==> src/hdl/lcdfb_pkg.sv <==
// Shared types and constants for the LCD framebuffer refresh engine.
// No dependencies; imported by the controller, datapath and top level.
package lcdfb_pkg;

    // Request kinds carried on the input tuser
    localparam logic [1:0] OP_SET_PIXEL = 2'd0;
    localparam logic [1:0] OP_START     = 2'd1;
    localparam logic [1:0] OP_PULL      = 2'd2;

    // Panel command bytes
    localparam logic [7:0] CMD_PAGE   = 8'b1011_0000;
    localparam logic [7:0] CMD_COL_HI = 8'b0001_0000;
    localparam logic [7:0] CMD_COL_LO = 8'b0000_0000;
    localparam logic [7:0] NIBBLE     = 8'h0f;

    // Refresh sequence phases
    localparam logic [1:0] PH_PAGE   = 2'd0;
    localparam logic [1:0] PH_COL_HI = 2'd1;
    localparam logic [1:0] PH_COL_LO = 2'd2;
    localparam logic [1:0] PH_DATA   = 2'd3;

    // Stream widths
    localparam int IN_DATA_W  = 40;
    localparam int IN_USER_W  = 2;
    localparam int OUT_DATA_W = 16;
    // Column compares: area_x_end is 8 bits, panel width at most 256
    localparam int XCMP_W = 9;
    // Page compares: page fields at most 3 bits, page count at most 8
    localparam int PCMP_W = 4;

    typedef enum logic [3:0] {
        ST_CLEAR  = 4'b0001,
        ST_IDLE   = 4'b0010,
        ST_MODIFY = 4'b0100,
        ST_PUSH   = 4'b1000
    } state_t;

    typedef struct packed {
        logic clear_wr;
        logic accept;
        logic modify_wr;
        logic load_out;
    } dp_cmd_t;

    typedef struct packed {
        logic clear_last;
        logic rmw_needed;
        logic out_free;
    } dp_status_t;

endpackage

==> src/hdl/lcdfb_ctrl.sv <==
// Controller state machine of the LCD framebuffer refresh engine.
// Depends on lcdfb_pkg; drives the datapath through dp_cmd_t.
module lcdfb_ctrl
    import lcdfb_pkg::*;
(
    input  logic       clk,
    input  logic       rst_n,
    input  logic       s_tvalid,
    output logic       s_tready,
    input  dp_status_t status,
    output dp_cmd_t    cmd
);

    state_t state_reg;
    state_t state_next;

    // Sequence clear pass, accept, read-modify-write and result load
    always_comb
    begin
        state_next = state_reg;
        cmd        = '0;
        case (state_reg)
            ST_CLEAR:
            begin
                cmd.clear_wr = 1'b1;
                if (status.clear_last)
                begin
                    state_next = ST_IDLE;
                end
            end
            ST_IDLE:
            begin
                if (s_tvalid)
                begin
                    cmd.accept = 1'b1;
                    state_next = status.rmw_needed ? ST_MODIFY : ST_PUSH;
                end
            end
            ST_MODIFY:
            begin
                cmd.modify_wr = 1'b1;
                state_next    = ST_PUSH;
            end
            ST_PUSH:
            begin
                if (status.out_free)
                begin
                    cmd.load_out = 1'b1;
                    state_next   = ST_IDLE;
                end
            end
            default:
            begin
                state_next = ST_IDLE;
            end
        endcase
    end

    always_ff @(posedge clk or negedge rst_n)
    begin
        if (!rst_n)
        begin
            state_reg <= ST_CLEAR;
        end
        else
        begin
            state_reg <= state_next;
        end
    end

    assign s_tready = (state_reg == ST_IDLE);

endmodule

==> config.mk <==
export PLATFORM = sky130hd
export DESIGN_NAME = lcdfb_ctrl
export DESIGN_NICKNAME = d
export VERILOG_FILES = /design/src/hdl/lcdfb_pkg.sv /design/src/hdl/lcdfb_ctrl.sv
export SDC_FILE = /design/constraint.sdc
export NUM_CORES = 1
export LEC_CHECK = 0
export ABC_AREA = 1
export BUFFER_PORTS_ARGS = -buffer_cell sky130_fd_sc_hd__buf_2
export CAP_MARGIN = 20
export CELL_PAD_IN_SITES_DETAIL_PLACEMENT = 0
export CELL_PAD_IN_SITES_GLOBAL_PLACEMENT = 2
export CORE_AREA = 10 10 47 49
export CTS_CLUSTER_DIAMETER = 30
export DETAILED_ROUTE_END_ITERATION = 6
export DIE_AREA = 0 0 57 59
export PLACE_DENSITY_LB_ADDON = 0.1
export SLEW_MARGIN = 20
export SYNTH_ARGS = -nofsm -noshare
export SYNTH_HDL_FRONTEND = slang
export SYNTH_SLANG_ARGS = --single-unit
==> constraint.sdc <==
create_clock -name clk -period 1.4 [get_ports clk]
set_input_delay 0.07 -clock clk [delete_from_list [all_inputs] [get_ports clk]]
set_output_delay 0.07 -clock clk [all_outputs]
set_load 0.01 [all_outputs]
Yosys cells after proc, flatten, opt, wreduce, memory -nomap -nowiden
Index checks and enable logic that the tools add are counted.
- flip-flop bits (word level): 4
- input bits: 6
- output and inout port bits: 5
- word-level logic and storage cells: 20
- equal/unequal tests: 7
- mux-type cells: 11
- reduce and logical (&&, ||, !) cells: 1
- operators with widths (cell ; number):
    $mux W4 ; 4
    $pmux W4 S4 ; 1
    $mux W1 ; 6
    $ne A2 B2 Y1 const B ; 3
    $eq A4 B1 Y1 const B ; 1
    $eq A4 B2 Y1 const B ; 1
    $eq A4 B3 Y1 const B ; 1
    $eq A4 B4 Y1 const B ; 1
    $reduce_and A3 Y1 ; 1

Logic depth before layout (Yosys ltp)
- word-level depth: 3
- gate-level depth with buffers: 6
- depth with buffers taken out: 6

Least setup slack after synthesis
OpenSTA, ideal clock, no wires.
- kind: flip-flop to output port
- start point: register state_reg[0]
- end point: output port cmd[3] (netlist name)
- arrival: 1003 ps
- required time: 1330 ps
- slack: 327 ps
- stages on the path, launching flop included: 3
- path buffers: 0
- cell sequence: dfstp_2 -> inv_2 -> nor4_1
- RTL lines (item ; RTL line ; source):
    start: declaration ; lcdfb_ctrl.sv:14 ; state_t state_reg;
    start signal: assignment ; lcdfb_ctrl.sv:67 ; state_reg <= state_next;
    end: declaration ; lcdfb_ctrl.sv:11 ; output dp_cmd_t cmd

==> flow_summary.json <==
{
  "post-route-min-period_ns": 1.27,
  "timing.slew.headroom_pct": 87.5,
  "grt_pass1_vias": 292,
  "coreArea_sq_um": 1400,
  "drive_above_1_share_pct": 46.2,
  "ys_types": 14,
  "wire_per_inst_um": 10.0,
  "die_w_um": 57,
  "rsz0062_at_grt": "false",
  "yosysWarnings": 0,
  "die_h_um": 59,
  "tritoncts": "done",
  "synthCells": 37,
  "ys_seq_area_share_pct": 37.0,
  "grt_max_degree": 5,
  "ir_worst_vdd_mv": 0.548,
  "syn_area_sq_um": 274,
  "dp_hpwl_um": 603,
  "cp-end-kind": "primary output",
  "synth-seq-cells": 4,
  "cts_setup_buffers": 0,
  "fin_cells": 68,
  "worst_pin_slew_ns": 0.187,
  "routed_wl_um": 681,
  "largest_reg_flops": 4,
  "drv_slew": 0,
  "nNetsFinal": 59,
  "antenna_found_initial": 0,
  "seqPwrFrac_pct": 29.3,
  "switchingPower_mw": 0.291,
  "io_pins": 11,
  "finalSetupViolCount": 0,
  "cts_max_level": 1,
  "num_rows": 14,
  "power_mw": 0.672,
  "io_buffers": 10,
  "clkPwrFrac_pct": 23.9,
  "clk_latency_ns": 0.24,
  "p_leak_nw": 0.238,
  "syn2layout_area_growth_pct": 41.1,
  "grt-ovfl-total": 0,
  "via_count": 259,
  "run_status": "finished clean",
  "initialDrtViolationCount": 0,
  "track_usage_pct": 4.79,
  "dp_cells": 63,
  "clk_pin_slew_worst_paths_ns": 0.04,
  "dr.pass1.iters": 1,
  "switching_share_pct": 43.2,
  "fmax_ghz": 0.786,
  "avgSynthCellArea_sq_um": 7.41,
  "grt_pass1_wl_um": 1200,
  "fin_skew_ns": 0.000639,
  "arrival_ns": 1.20,
  "ant_nets": 0,
  "clockBufferDepth": 2,
  "pwr_density_cell_nw_per_um2": 1740,
  "p_int_mw": 0.381,
  "cp_max_fo": 3,
  "finalCritPeriodShare_pct": 90.9,
  "utilization_pct": 27.6,
  "clock-root-buffer": "clkbuf_4",
  "min_path_type": "input port to flip-flop",
  "initial_core_util_pct": 19.6,
  "cts_num_sinks": 4,
  "crit_required_ns": 1.33,
  "cap_violations": 0,
  "hold_violations": 0,
  "vias_per_cell": 3.81,
  "syn_nets": 43,
  "place_congestion": 0.694,
  "dieArea_sq_um": 3360,
  "path_class": "flip-flop to primary output",
  "antenna_cells": 0,
  "drc_errors": 0,
  "fin_setup_tns_ns": 0,
  "worst_setup_path_start_kind": "flip-flop",
  "cts_made_buffers": 3,
  "combinationalPowerShare_pct": 46.8
}
==> final timing paths <==
path	from	to	slack (ns)	depth (start not counted)
hold / removal	status[1]	state_reg[2]$_DFFE_PN0P_	0.08	3
setup reg to reg	state_reg[0]$_DFFE_PN1P_	state_reg[1]$_DFFE_PN0P_	0.30	5
max in group asynchronous	rst_n	state_reg[0]$_DFFE_PN1P_	1.03	2
min in group asynchronous	rst_n	state_reg[2]$_DFFE_PN0P_	0.17	2
hold reg to reg	state_reg[0]$_DFFE_PN1P_	state_reg[0]$_DFFE_PN1P_	0.65	4
setup / recovery	state_reg[0]$_DFFE_PN1P_	cmd[3]	0.13	3
==> metrics by stage <==
stage / instance area [sq um] / setup WS [ns] / hold slack [ns]
5_1_grt: 387 / 0.0361 / 0.0763
2_1_floorplan: 274 / 0.327 / -0.226
4_1_cts: 380 / 0.0827 / 0.0728
6_report: 387 / 0.128 / 0.0798
3_5_place_dp: 344 / 0.308 / -0.123
3_3_place_gp: 344 / 0.308 / -0.126
==> cell families after synthesis <==
| group | count (synthesis) | synth area share (%) |
|---|---|---|
| AND/OR/NAND/NOR | 19 | 40.6 |
| buffers and inverters | 12 | 16.4 |
| AO/OA/AOI/OAI | 2 | 5.93 |
| flip-flops | 4 | 37.0 |
==> critical path, stage by stage, from the launching register on <==
cell,delay [ns]
dfstp_2,0.57
inv_2,0.05
nor4_2,0.18
buf_2,0.16
==> routing by layer <==
| metal | vias to the layer above | global-route usage [%] | wire, um | part of all wire (%) |
|---|---|---|---|---|
| met3 | 0 | 4.29 | 41 | 6.0 |
| met4 | 0 | 3.02 | 0 | 0 |
| met5 | - | 0 | 0 | 0 |
| met2 | 5 | 7.13 | 355 | 52 |
| met1 | 113 | 4.27 | 284 | 42 |
| li1 | 141 | - | - | - |
==> what timing repair did <==
action / in CTS / in global routing
resized for setup: 0 / 1
hold buffers: 1 / 0
endpoints found under the hold margin: 4 / 0
setup endpoints to repair: 0 / 1
==> placed cells by master (no fill, tap or decap), types with 2 or more instances in the layout <==
cell type	Yosys	routed
dfrtp_1	3	3
nand3_1	4	4
nor2_2	2	2
clkbuf_4	0	3
nand3_2	3	3
nand2_1	3	3
inv_1	10	10
buf_2	0	10
nor2_1	4	4
inv_2	2	2
==> power groups by stage <==
stage	clock network, mW	registers, mW	logic (mW)
CTS	0.170	0.194	0.323
floorplan	0	0.184	0.234
global route	0.184	0.203	0.361
detailed placement	0	0.195	0.320
finish	0.160	0.197	0.315
global placement	0	0.194	0.323
==> layout make-up <==
type                            count  area (sq um)
Clock buffer                        4          26.3
Sequential cell                     4           101
Multi-Input combinational cell     21           134
Inverter                           12          45.0
Timing Repair Buffer               11          60.1
Fill cell                         172          1010
Tap cell                           16          20.0
==> cell usage after synthesis <==
| library cell | instances | share of area [%] |
|---|---|---|
| nor3_1 | 1 | 1.8 |
| o21bai_2 | 1 | 4.1 |
| inv_2 | 2 | 2.7 |
| inv_1 | 10 | 14 |
| nor2_2 | 2 | 4.6 |
| nand3_1 | 4 | 7.3 |
| nor2_4 | 1 | 4.1 |
| nand3_2 | 3 | 11 |
| dfrtp_1 | 3 | 27 |
| nor2_1 | 4 | 5.5 |
| nand2_1 | 3 | 4.1 |
| nor4_1 | 1 | 2.3 |
| o21ai_1 | 1 | 1.8 |
| dfstp_2 | 1 | 9.6 |
(Power assumes the default switching activity.)
